### src/rtl/core/sha1_pkg.sv
// Shared types, constants and round functions of the SHA-1 hash engine.
// No dependencies; every other file of the engine but sha1_ram imports this package.
package sha1_pkg;

    typedef logic [31:0] t_word;
    typedef logic [6:0]  t_round;
    typedef logic [3:0]  t_waddr;

    // Sequencer states of the top level.
    typedef enum logic [2:0] {
        S_IDLE,
        S_PAD80,
        S_ZERO,
        S_LENLO,
        S_RB,
        S_RA,
        S_FOLD,
        S_OUT
    } t_state;

    // Control from the sequencer to the schedule store.
    typedef struct packed {
        logic   load_we;
        t_waddr load_addr;
        t_word  load_data;
        logic   ph_a;
        logic   ph_b;
        t_round rnd;
    } t_sch_ctl;

    // Control from the sequencer to the round datapath.
    typedef struct packed {
        logic   init;
        logic   start;
        logic   step;
        logic   fold;
        t_round rnd;
    } t_rnd_ctl;

    localparam t_word  IV0        = 32'h6745_2301;
    localparam t_word  IV1        = 32'hEFCD_AB89;
    localparam t_word  IV2        = 32'h98BA_DCFE;
    localparam t_word  IV3        = 32'h1032_5476;
    localparam t_word  IV4        = 32'hC3D2_E1F0;
    localparam t_word  K0         = 32'h5A82_7999;
    localparam t_word  K1         = 32'h6ED9_EBA1;
    localparam t_word  K2         = 32'h8F1B_BCDC;
    localparam t_word  K3         = 32'hCA62_C1D6;
    localparam t_word  PAD_WORD   = 32'h8000_0000;
    localparam t_round LAST_ROUND = 7'd79;
    localparam t_waddr LEN_HI_POS = 4'd14;
    localparam t_waddr LAST_POS   = 4'd15;
    localparam logic [2:0] LAST_IDX = 3'd4;
    localparam logic [2:0] FULL_CNT = 3'd4;

    function automatic t_word f_rotl(input t_word x, input int unsigned s);
        f_rotl = (x << s) | (x >> (32 - s));
    endfunction

    function automatic t_word f_round_k(input t_round r);
        if (r < 7'd20) begin
            f_round_k = K0;
        end else if (r < 7'd40) begin
            f_round_k = K1;
        end else if (r < 7'd60) begin
            f_round_k = K2;
        end else begin
            f_round_k = K3;
        end
    endfunction

    function automatic t_word f_round_fn(input t_round r, input t_word b,
                                         input t_word c, input t_word d);
        if (r < 7'd20) begin
            f_round_fn = (b & c) | (~b & d);
        end else if (r >= 7'd40 && r < 7'd60) begin
            f_round_fn = (b & c) | (b & d) | (c & d);
        end else begin
            f_round_fn = b ^ c ^ d;
        end
    endfunction

    // Keeps the valid leading bytes and, for a count below four, appends the 0x80 pad byte after them.
    function automatic t_word f_pad(input t_word data, input logic [2:0] n);
        unique case (n)
            3'd0:    f_pad = PAD_WORD;
            3'd1:    f_pad = {data[31:24], 24'h80_0000};
            3'd2:    f_pad = {data[31:16], 16'h8000};
            3'd3:    f_pad = {data[31:8], 8'h80};
            default: f_pad = data;
        endcase
    endfunction

endpackage

### src/rtl/core/sha1_in_if.sv
// Input channel of the SHA-1 hash engine: valid/ready and one message word.
// Depends on sha1_pkg for the word type.
interface sha1_in_if;
    import sha1_pkg::*;

    logic       valid;
    logic       ready;
    t_word      data_word;
    logic [2:0] byte_count;
    logic       end_of_message;

    modport source (output valid, output data_word, output byte_count,
                    output end_of_message, input ready);
    modport sink   (input valid, input data_word, input byte_count,
                    input end_of_message, output ready);
endinterface

### src/rtl/core/sha1_out_if.sv
// Output channel of the SHA-1 hash engine: valid/ready and one digest word.
// Depends on sha1_pkg for the word type.
interface sha1_out_if;
    import sha1_pkg::*;

    logic       valid;
    logic       ready;
    t_word      digest_word;
    logic [2:0] word_index;
    logic       last_word;

    modport source (output valid, output digest_word, output word_index,
                    output last_word, input ready);
    modport sink   (input valid, input digest_word, input word_index,
                    input last_word, output ready);
endinterface

### src/rtl/core/sha1_hash_engine.sv
// Top level of the SHA-1 hash engine: sequencer, padding, length and digest output.
// Uses sha1_pkg, sha1_in_if, sha1_out_if, sha1_sched and sha1_round.
//
//  Channel      Dir  Transaction carries
//  i_in_chan    in   data_word[31:0], byte_count[2:0], end_of_message
//  o_out_chan   out  digest_word[31:0], word_index[2:0], last_word
//
// Message words are taken only while the engine is idle. The sixteenth word of
// a block starts a compression: each of the 80 rounds runs through phase B and
// then phase A, because it needs four schedule words and the mirrored schedule
// RAM delivers two a cycle, and a fold state then adds the working variables
// into the chaining words. The final transaction adds padding words and one or
// two compressions before the five digest words go out, one per accepted cycle.
// Input is refused while a compression, padding or the digest is in progress;
// a stalled output simply holds the current digest word. Reset is synchronous
// and active low, and no clearing pass is needed after it.
module sha1_hash_engine (
    input  logic       i_clk,
    input  logic       i_rst_n,
    sha1_in_if.sink    i_in_chan,
    sha1_out_if.source o_out_chan
);
    import sha1_pkg::*;

    t_state      r_state, n_state;
    t_state      r_ret, n_ret;
    t_waddr      r_cnt, n_cnt;
    logic [60:0] r_len, n_len;
    t_round      r_rnd, n_rnd;
    logic [2:0]  r_oidx, n_oidx;

    logic             w_in_acc;
    logic             w_out_acc;
    logic [2:0]       w_nbytes;
    logic             w_push;
    t_word            w_push_data;
    t_sch_ctl         w_sch;
    t_rnd_ctl         w_rctl;
    t_word            w_w;
    logic [4:0][31:0] w_chain;

    assign w_in_acc  = i_in_chan.valid && i_in_chan.ready;
    assign w_out_acc = o_out_chan.valid && o_out_chan.ready;

    // Byte count of the transaction: four for any word before the end, and a
    // count above four on the final word is taken as four.
    always_comb begin
        if (!i_in_chan.end_of_message || i_in_chan.byte_count[2]) begin
            w_nbytes = FULL_CNT;
        end else begin
            w_nbytes = i_in_chan.byte_count;
        end
    end

    // Next-state logic.
    always_comb begin
        n_state = r_state;
        n_ret   = r_ret;
        unique case (r_state)
            S_IDLE: begin
                if (w_in_acc) begin
                    if (!i_in_chan.end_of_message) begin
                        n_ret = S_IDLE;
                    end else if (w_nbytes == FULL_CNT) begin
                        n_ret = S_PAD80;
                    end else begin
                        n_ret = S_ZERO;
                    end
                    n_state = (r_cnt == LAST_POS) ? S_RB : n_ret;
                end
            end
            S_PAD80: begin
                n_ret   = S_ZERO;
                n_state = (r_cnt == LAST_POS) ? S_RB : S_ZERO;
            end
            S_ZERO: begin
                if (r_cnt == LEN_HI_POS) begin
                    n_state = S_LENLO;
                end else if (r_cnt == LAST_POS) begin
                    n_ret   = S_ZERO;
                    n_state = S_RB;
                end
            end
            S_LENLO: begin
                n_ret   = S_OUT;
                n_state = S_RB;
            end
            S_RB: begin
                n_state = S_RA;
            end
            S_RA: begin
                n_state = (r_rnd == LAST_ROUND) ? S_FOLD : S_RB;
            end
            S_FOLD: begin
                n_state = r_ret;
            end
            S_OUT: begin
                if (w_out_acc && r_oidx == LAST_IDX) begin
                    n_state = S_IDLE;
                end
            end
            default: begin
                n_state = S_IDLE;
            end
        endcase
    end

    // Output and datapath control.
    always_comb begin
        w_push      = 1'b0;
        w_push_data = '0;
        w_rctl      = '0;
        w_sch       = '0;
        n_cnt       = r_cnt;
        n_len       = r_len;
        n_rnd       = r_rnd;
        n_oidx      = r_oidx;
        unique case (r_state)
            S_IDLE: begin
                if (w_in_acc) begin
                    w_push = 1'b1;
                    n_len  = r_len + 61'(w_nbytes);
                    if (i_in_chan.end_of_message) begin
                        w_push_data = f_pad(i_in_chan.data_word, w_nbytes);
                    end else begin
                        w_push_data = i_in_chan.data_word;
                    end
                end
            end
            S_PAD80: begin
                w_push      = 1'b1;
                w_push_data = PAD_WORD;
            end
            S_ZERO: begin
                w_push = 1'b1;
                if (r_cnt == LEN_HI_POS) begin
                    w_push_data = r_len[60:29];
                end
            end
            S_LENLO: begin
                w_push      = 1'b1;
                w_push_data = {r_len[28:0], 3'b000};
            end
            S_RB: begin
                w_sch.ph_b = 1'b1;
            end
            S_RA: begin
                w_sch.ph_a  = 1'b1;
                w_rctl.step = 1'b1;
                n_rnd       = (r_rnd == LAST_ROUND) ? '0 : r_rnd + 7'd1;
            end
            S_FOLD: begin
                w_rctl.fold = 1'b1;
            end
            S_OUT: begin
                if (w_out_acc) begin
                    if (r_oidx == LAST_IDX) begin
                        w_rctl.init = 1'b1;
                        n_oidx      = '0;
                        n_cnt       = '0;
                        n_len       = '0;
                    end else begin
                        n_oidx = r_oidx + 3'd1;
                    end
                end
            end
            default: begin
                w_push = 1'b0;
            end
        endcase

        // A word written into the last slot completes the block, so the
        // working variables are loaded from the chaining words at once.
        if (w_push) begin
            n_cnt        = r_cnt + 4'd1;
            w_rctl.start = (r_cnt == LAST_POS);
        end
        w_sch.load_we   = w_push;
        w_sch.load_addr = r_cnt;
        w_sch.load_data = w_push_data;
        w_sch.rnd       = r_rnd;
        w_rctl.rnd      = r_rnd;
    end

    always_ff @(posedge i_clk) begin
        if (!i_rst_n) begin
            r_state <= S_IDLE;
            r_ret   <= S_IDLE;
            r_cnt   <= '0;
            r_len   <= '0;
            r_rnd   <= '0;
            r_oidx  <= '0;
        end else begin
            r_state <= n_state;
            r_ret   <= n_ret;
            r_cnt   <= n_cnt;
            r_len   <= n_len;
            r_rnd   <= n_rnd;
            r_oidx  <= n_oidx;
        end
    end

    sha1_sched u_sched (
        .i_clk (i_clk),
        .i_ctl (w_sch),
        .o_w   (w_w)
    );

    sha1_round u_round (
        .i_clk   (i_clk),
        .i_rst_n (i_rst_n),
        .i_ctl   (w_rctl),
        .i_w     (w_w),
        .o_chain (w_chain)
    );

    assign i_in_chan.ready        = (r_state == S_IDLE);
    assign o_out_chan.valid       = (r_state == S_OUT);
    assign o_out_chan.digest_word = w_chain[r_oidx];
    assign o_out_chan.word_index  = r_oidx;
    assign o_out_chan.last_word   = (r_oidx == LAST_IDX);
endmodule

### src/rtl/core/sha1_ram.sv
// Generic single-write, single-read synchronous RAM with registered read data.
// No dependencies.
module sha1_ram #(
    parameter int WIDTH = 32,
    parameter int DEPTH = 16
) (
    input  logic                     i_clk,
    input  logic                     i_we,
    input  logic [$clog2(DEPTH)-1:0] i_waddr,
    input  logic [WIDTH-1:0]         i_wdata,
    input  logic [$clog2(DEPTH)-1:0] i_raddr,
    output logic [WIDTH-1:0]         o_rdata
);
    logic [WIDTH-1:0] r_mem [DEPTH];
    logic [WIDTH-1:0] r_rdata;

    always_ff @(posedge i_clk) begin
        if (i_we) begin
            r_mem[i_waddr] <= i_wdata;
        end
        r_rdata <= r_mem[i_raddr];
    end

    assign o_rdata = r_rdata;
endmodule

### src/rtl/core/sha1_sched.sv
// Message schedule store: two mirrored RAMs give two reads a cycle over the
// sixteen-word window, and the expanded word is formed here. Uses sha1_pkg, sha1_ram.
module sha1_sched (
    input  logic               i_clk,
    input  sha1_pkg::t_sch_ctl i_ctl,
    output sha1_pkg::t_word    o_w
);
    import sha1_pkg::*;

    t_waddr w_raddr0;
    t_waddr w_raddr1;
    t_waddr w_rnd_lo;
    logic   w_we;
    t_waddr w_waddr;
    t_word  w_wdata;
    t_word  w_rd0;
    t_word  w_rd1;
    t_word  w_w;
    t_word  r_w16;
    t_word  r_x;

    assign w_rnd_lo = i_ctl.rnd[3:0];

    // Phase B fetches W[t-8] and W[t-3]; phase A starts the first pair of the next
    // round, W[t-16] and W[t-14], which other states fetch for the current round.
    always_comb begin
        if (i_ctl.ph_b) begin
            w_raddr0 = w_rnd_lo + 4'd8;
            w_raddr1 = w_rnd_lo + 4'd13;
        end else if (i_ctl.ph_a) begin
            w_raddr0 = w_rnd_lo + 4'd1;
            w_raddr1 = w_rnd_lo + 4'd3;
        end else begin
            w_raddr0 = w_rnd_lo;
            w_raddr1 = w_rnd_lo + 4'd2;
        end
    end

    always_comb begin
        if (i_ctl.rnd < 7'd16) begin
            w_w = r_w16;
        end else begin
            w_w = f_rotl(r_x ^ w_rd0 ^ w_rd1, 1);
        end
    end

    always_comb begin
        if (i_ctl.ph_a && i_ctl.rnd >= 7'd16) begin
            w_we    = 1'b1;
            w_waddr = w_rnd_lo;
            w_wdata = w_w;
        end else begin
            w_we    = i_ctl.load_we;
            w_waddr = i_ctl.load_addr;
            w_wdata = i_ctl.load_data;
        end
    end

    always_ff @(posedge i_clk) begin
        if (i_ctl.ph_b) begin
            r_w16 <= w_rd0;
            r_x   <= w_rd0 ^ w_rd1;
        end
    end

    sha1_ram #(.WIDTH(32), .DEPTH(16)) u_ram_a (
        .i_clk   (i_clk),
        .i_we    (w_we),
        .i_waddr (w_waddr),
        .i_wdata (w_wdata),
        .i_raddr (w_raddr0),
        .o_rdata (w_rd0)
    );

    sha1_ram #(.WIDTH(32), .DEPTH(16)) u_ram_b (
        .i_clk   (i_clk),
        .i_we    (w_we),
        .i_waddr (w_waddr),
        .i_wdata (w_wdata),
        .i_raddr (w_raddr1),
        .o_rdata (w_rd1)
    );

    assign o_w = w_w;
endmodule

### src/rtl/core/sha1_round.sv
// Round datapath: working variables a to e, the chaining words and the fold.
// Uses sha1_pkg.
module sha1_round (
    input  logic               i_clk,
    input  logic               i_rst_n,
    input  sha1_pkg::t_rnd_ctl i_ctl,
    input  sha1_pkg::t_word    i_w,
    output logic [4:0][31:0]   o_chain
);
    import sha1_pkg::*;

    t_word r_a, r_b, r_c, r_d, r_e;
    t_word r_h0, r_h1, r_h2, r_h3, r_h4;
    t_word w_t;

    assign w_t = f_rotl(r_a, 5) + f_round_fn(i_ctl.rnd, r_b, r_c, r_d) + r_e
               + f_round_k(i_ctl.rnd) + i_w;

    always_ff @(posedge i_clk) begin
        if (!i_rst_n || i_ctl.init) begin
            r_a  <= '0;
            r_b  <= '0;
            r_c  <= '0;
            r_d  <= '0;
            r_e  <= '0;
            r_h0 <= IV0;
            r_h1 <= IV1;
            r_h2 <= IV2;
            r_h3 <= IV3;
            r_h4 <= IV4;
        end else if (i_ctl.start) begin
            r_a <= r_h0;
            r_b <= r_h1;
            r_c <= r_h2;
            r_d <= r_h3;
            r_e <= r_h4;
        end else if (i_ctl.step) begin
            r_a <= w_t;
            r_b <= r_a;
            r_c <= f_rotl(r_b, 30);
            r_d <= r_c;
            r_e <= r_d;
        end else if (i_ctl.fold) begin
            r_h0 <= r_h0 + r_a;
            r_h1 <= r_h1 + r_b;
            r_h2 <= r_h2 + r_c;
            r_h3 <= r_h3 + r_d;
            r_h4 <= r_h4 + r_e;
        end
    end

    assign o_chain = {r_h4, r_h3, r_h2, r_h1, r_h0};
endmodule

### src/flat_wrapper.sv
// flat-port wrapper written by rule: the top's interface ports become plain ports
module sha1_hash_engine_flat import sha1_pkg::*;
  (i_clk, i_rst_n, i_in_chan_valid, i_in_chan_data_word, i_in_chan_byte_count, i_in_chan_end_of_message, i_in_chan_ready, o_out_chan_valid, o_out_chan_digest_word, o_out_chan_word_index, o_out_chan_last_word, o_out_chan_ready);
  sha1_in_if i_in_chan_i ();
  sha1_out_if o_out_chan_i ();
  input  logic i_clk;
  input  logic i_rst_n;
  input wire logic [$bits(i_in_chan_i.valid)-1:0] i_in_chan_valid;
  input wire logic [$bits(i_in_chan_i.data_word)-1:0] i_in_chan_data_word;
  input wire logic [$bits(i_in_chan_i.byte_count)-1:0] i_in_chan_byte_count;
  input wire logic [$bits(i_in_chan_i.end_of_message)-1:0] i_in_chan_end_of_message;
  output wire logic [$bits(i_in_chan_i.ready)-1:0] i_in_chan_ready;
  output wire logic [$bits(o_out_chan_i.valid)-1:0] o_out_chan_valid;
  output wire logic [$bits(o_out_chan_i.digest_word)-1:0] o_out_chan_digest_word;
  output wire logic [$bits(o_out_chan_i.word_index)-1:0] o_out_chan_word_index;
  output wire logic [$bits(o_out_chan_i.last_word)-1:0] o_out_chan_last_word;
  input wire logic [$bits(o_out_chan_i.ready)-1:0] o_out_chan_ready;
  assign i_in_chan_i.valid = i_in_chan_valid;
  assign i_in_chan_i.data_word = i_in_chan_data_word;
  assign i_in_chan_i.byte_count = i_in_chan_byte_count;
  assign i_in_chan_i.end_of_message = i_in_chan_end_of_message;
  assign i_in_chan_ready = i_in_chan_i.ready;
  assign o_out_chan_valid = o_out_chan_i.valid;
  assign o_out_chan_digest_word = o_out_chan_i.digest_word;
  assign o_out_chan_word_index = o_out_chan_i.word_index;
  assign o_out_chan_last_word = o_out_chan_i.last_word;
  assign o_out_chan_i.ready = o_out_chan_ready;
  sha1_hash_engine u_core (.i_clk(i_clk), .i_rst_n(i_rst_n), .i_in_chan(i_in_chan_i), .o_out_chan(o_out_chan_i));
endmodule
### config.mk
export PLATFORM = sky130hd
export DESIGN_NAME = sha1_hash_engine_flat
export DESIGN_NICKNAME = d
export VERILOG_FILES = /design/src/rtl/core/sha1_pkg.sv /design/src/rtl/core/sha1_in_if.sv /design/src/rtl/core/sha1_out_if.sv /design/src/rtl/core/sha1_hash_engine.sv /design/src/rtl/core/sha1_ram.sv /design/src/rtl/core/sha1_sched.sv /design/src/rtl/core/sha1_round.sv /design/src/flat_wrapper.sv
export SDC_FILE = /design/constraint.sdc
export NUM_CORES = 2
export LEC_CHECK = 0
export CORE_UTILIZATION = 47
export CTS_BUF_LIST = sky130_fd_sc_hd__clkbuf_2 sky130_fd_sc_hd__clkbuf_4 sky130_fd_sc_hd__clkbuf_8
export DETAILED_ROUTE_END_ITERATION = 12
export DONT_BUFFER_PORTS = 1
export PLACE_DENSITY = 0.73
export SETUP_SLACK_MARGIN = 0.3
export SYNTH_ARGS = -nofsm -noshare
export SYNTH_HDL_FRONTEND = slang
export SYNTH_SLANG_ARGS = --single-unit
export TNS_END_PERCENT = 30
### constraint.sdc
create_clock -name i_clk -period 7.1 [get_ports i_clk]
set_input_delay 0.71 -clock i_clk [delete_from_list [all_inputs] [get_ports i_clk]]
set_output_delay 0.71 -clock i_clk [all_outputs]
set_load 0.02 [all_outputs]
==> metrics.cfg <==
[global_route]
gr-max-usage-layer = met2
antenna_found_initial = 5
grt_pass1_vias = 41100
grtUsageMet2_pct = 42.9
grt_max_degree = 164
gr-total-overflow = 0
grt_pass1_wl_um = 259000
use_met3_pct = 6.41
use_met1_pct = 38.7
grt_use_total_pct = 28.0

[power]
p_switching_uw = 6500
p_int_uw = 12900
combPwrFrac_pct = 30.7
p_leak_uw = 0.0232
clockPowerShare_pct = 29.2
switching_share_pct = 33.6
power_frac_seq_pct = 40.1
powerDensity_nw_per_um2 = 308
power_uw = 19400
irDropWorstVdd_mv = 0.305

[cts]
worstSkewPairLatency_ns = 0.90
cts.path.max_buffers = 3
post_cts_buffers = 0
cts_root_buffer = clkbuf_8
clk_pin_slew_ns = 0.07
cts_tree = done
cts_max_level = 4
cts_resized = 0
clock_sinks = 1041
cts_made_buffers = 167

[sta]
maxSlewViolCount = 0
worst_pin_slew_ns = 1.45
tns_ns = 0
slew_headroom_pct = 2.20
fmax_mhz = 167
finalSetupViolations = 0
post-route-period-util_pct = 84.4
rsz0062_at_grt = no
hold_viol = 0
fin_skew_ns = 0.0451
period_minus_slack_ns = 5.99
timing.hold.ws_ns = 0.0606

[setup_path]
timing.rr.end = u_core.u_round.r_a[29]
timing.rr.start = u_core.r_rnd[3]
path_class = flop to flop
cp-end-kind = flop
reg2reg_depth = 23
crit_arrival_ns = 6.73
worstPathRequired_ns = 7.84
cp_max_fo = 20
r2r_slack_ns = 1.11
worst_setup_path_start_kind = flop

[die]
core_sq_um = 120000
die_area_sq_um = 123000
die_w_um = 351
ios = 78
fp-row-count = 127
die_h_um = 351
initial_core_util_pct = 47.5

[hold_path]
min_to = u_core.o_out_chan.word_index[1]
hold_depth = 3
hold_class = input pin to flop
hold_start = o_out_chan_ready

[synth]
synthCells = 4864
yosys_warnings = 0
yosysSeqAreaShare_pct = 46.5
syn-num-nets = 5235
ys_ff_latch = 1041
synth_edf_count = 576
synth_area_sq_um = 57200
synth.avg_cell_area_sq_um = 11.8
synthArstFlopShare_pct = 0
ys_types = 94
yosys_most_used_dff = edfxtp_1

[cells_and_area]
largest_register_ffs = 480
drive_gt1_share_pct = 16.4
regMostFlops = u_core.u_sched.u_ram_b.r_mem
fin_nets = 5219
layout_commonest_cell = edfxtp_1
final_cell_area_sq_um = 62700
final_cell_mix = edfxtp_1, nand2_1, dfxtp_1
top_regs = u_core.u_sched.u_ram_b.r_mem: 480 flops, u_core.r_len: 61 flops
stdcell_count = 6602
area_growth_pct = 9.74

[detailed_routing]
wl_um = 171000
avgRoutedWirePerCell_um = 26.0
drt.antenna.violating_nets = 0
drt_iter0_drc = 5819
viasPerCell = 6.41
vias = 42300
drc_errors = 0
detail_route.first_pass.iterations = 7

[placed_design]
place_area_sq_um = 59000
place.gp.congestion = 0.941
dp_cells = 6288
portBuffers = 0
dpl.hpwl_um = 112000

[flow_run]
maxCapViolations = 0

[outcome]
outcome = complete, no violations

[power by group through the flow]
stage,clock (uW),combinational [uW],sequential (uW)
global route,5950,6370,7810
finish,5650,5940,7750
floorplan,0,4170,7700
detailed placement,0,5870,7860
global placement,0,5780,7820
CTS,5690,5900,7740
[area by class of cell]
class                           count  area (sq um)
Tap cell                         1612          2020
Multi-Input combinational cell   3314         28800
Timing Repair Buffer               74           651
Sequential cell                  1041         26600
Antenna cell                        1          2.50
Inverter                          250           938
Fill cell                       10000         57600
Clock buffer                      263          3230
Clock inverter                     47           440
[worst max-delay path by stage]
stage,start,end,cells after the start
final,u_core.r_rnd[3],u_core.u_round.r_a[29],23
after detailed placement,u_core.r_rnd[3],u_core.u_round.r_a[29],23
after floorplan,u_core.r_rnd[6],u_core.u_round.r_a[30],22
after global placement,u_core.r_rnd[3],u_core.u_round.r_a[30],23
after global routing,u_core.r_rnd[3],u_core.u_round.r_a[30],23
after CTS,u_core.r_rnd[3],u_core.u_round.r_a[29],23
[what timing repair did]
action,CTS,global route
hold buffers,3,0
endpoints found under the hold margin,18,0
setup endpoints to repair,0,0
[per-layer routing]
metal  up-vias  share of wire, %  wire length, um
li1      18300                 -                -
met2      2544                45            77300
met4         8               3.7             6300
met1     21100                39            67700
met3       386                12            20100
met5         -             0.034               59
[kinds of logic (layout without fill, tap and decap cells)]
group           count (synthesis)  count (layout)  synth area share (%)
simple gates                 1094            1094                  8.63
flops                        1041            1041                  46.5
other cells                     0               1                     0
compound gates               1249            1249                  14.2
fa+ha+maj                     331             331                  8.90
mux                           377             377                  14.3
xor+xnor                      263             263                  4.03
buf+inv                       509             634                  3.43
[critical path: stages, from the launching register on]
cell	delay (ns)
dfxtp_1	0.56
inv_1	0.20
nand2_1	0.12
a211o_1	0.44
inv_2	0.06
nor2_1	0.13
inv_1	0.05
buf_4	0.22
o221a_2	0.30
fa_1	0.48
inv_1	0.05
fa_1	0.50
inv_1	0.04
ha_1	0.32
nor2b_1	0.16
o21a_1	0.18
o21a_1	0.21
o211a_1	0.27
nor4b_2	0.46
o2111ai_1	0.31
a41oi_1	0.33
xnor2_1	0.10
a221oi_1	0.25
nor2_1	0.07
[stage by stage]
step	worst slack, ns	util (%)
after floorplan	1.61	-
after global placement	1.20	49.1
after detailed placement	1.18	49.1
after CTS	1.14	52.2
after global routing	0.766	52.2
final	1.11	52.2
[cells in the mapped netlist (10+ instances only)]
cell | n | area [sq um]
o211a_1 | 13 | 130
o221a_2 | 18 | 203
a31oi_1 | 30 | 188
xnor2_1 | 134 | 1170
o31ai_1 | 10 | 75.1
clkbuf_1 | 199 | 747
a211oi_1 | 25 | 188
nand2_1 | 534 | 2000
ha_1 | 205 | 2560
nand2b_1 | 23 | 144
nor2_1 | 237 | 890
o211ai_1 | 65 | 488
nand3_1 | 62 | 310
or3_1 | 28 | 175
o2111ai_1 | 10 | 87.6
edfxtp_1 | 576 | 17300
a21boi_0 | 10 | 75.1
and3_1 | 36 | 225
dfxtp_1 | 465 | 9310
nand4_1 | 21 | 131
fa_1 | 126 | 2520
o21bai_1 | 16 | 120
a22oi_1 | 172 | 1290
a21oi_1 | 383 | 1920
buf_1 | 33 | 124
o22ai_1 | 13 | 81.3
o21a_1 | 33 | 248
a21o_1 | 89 | 668
inv_1 | 248 | 931
nor3_1 | 45 | 225
o21ai_0 | 243 | 1220
xor2_1 | 129 | 1130
nor2b_1 | 33 | 206
and2_1 | 14 | 87.6
a221o_1 | 10 | 100
a221oi_1 | 21 | 184
mux4_2 | 352 | 7930
mux2i_1 | 25 | 250
buf_2 | 24 | 120
Note: power is estimated with default switching activity, not from simulation.
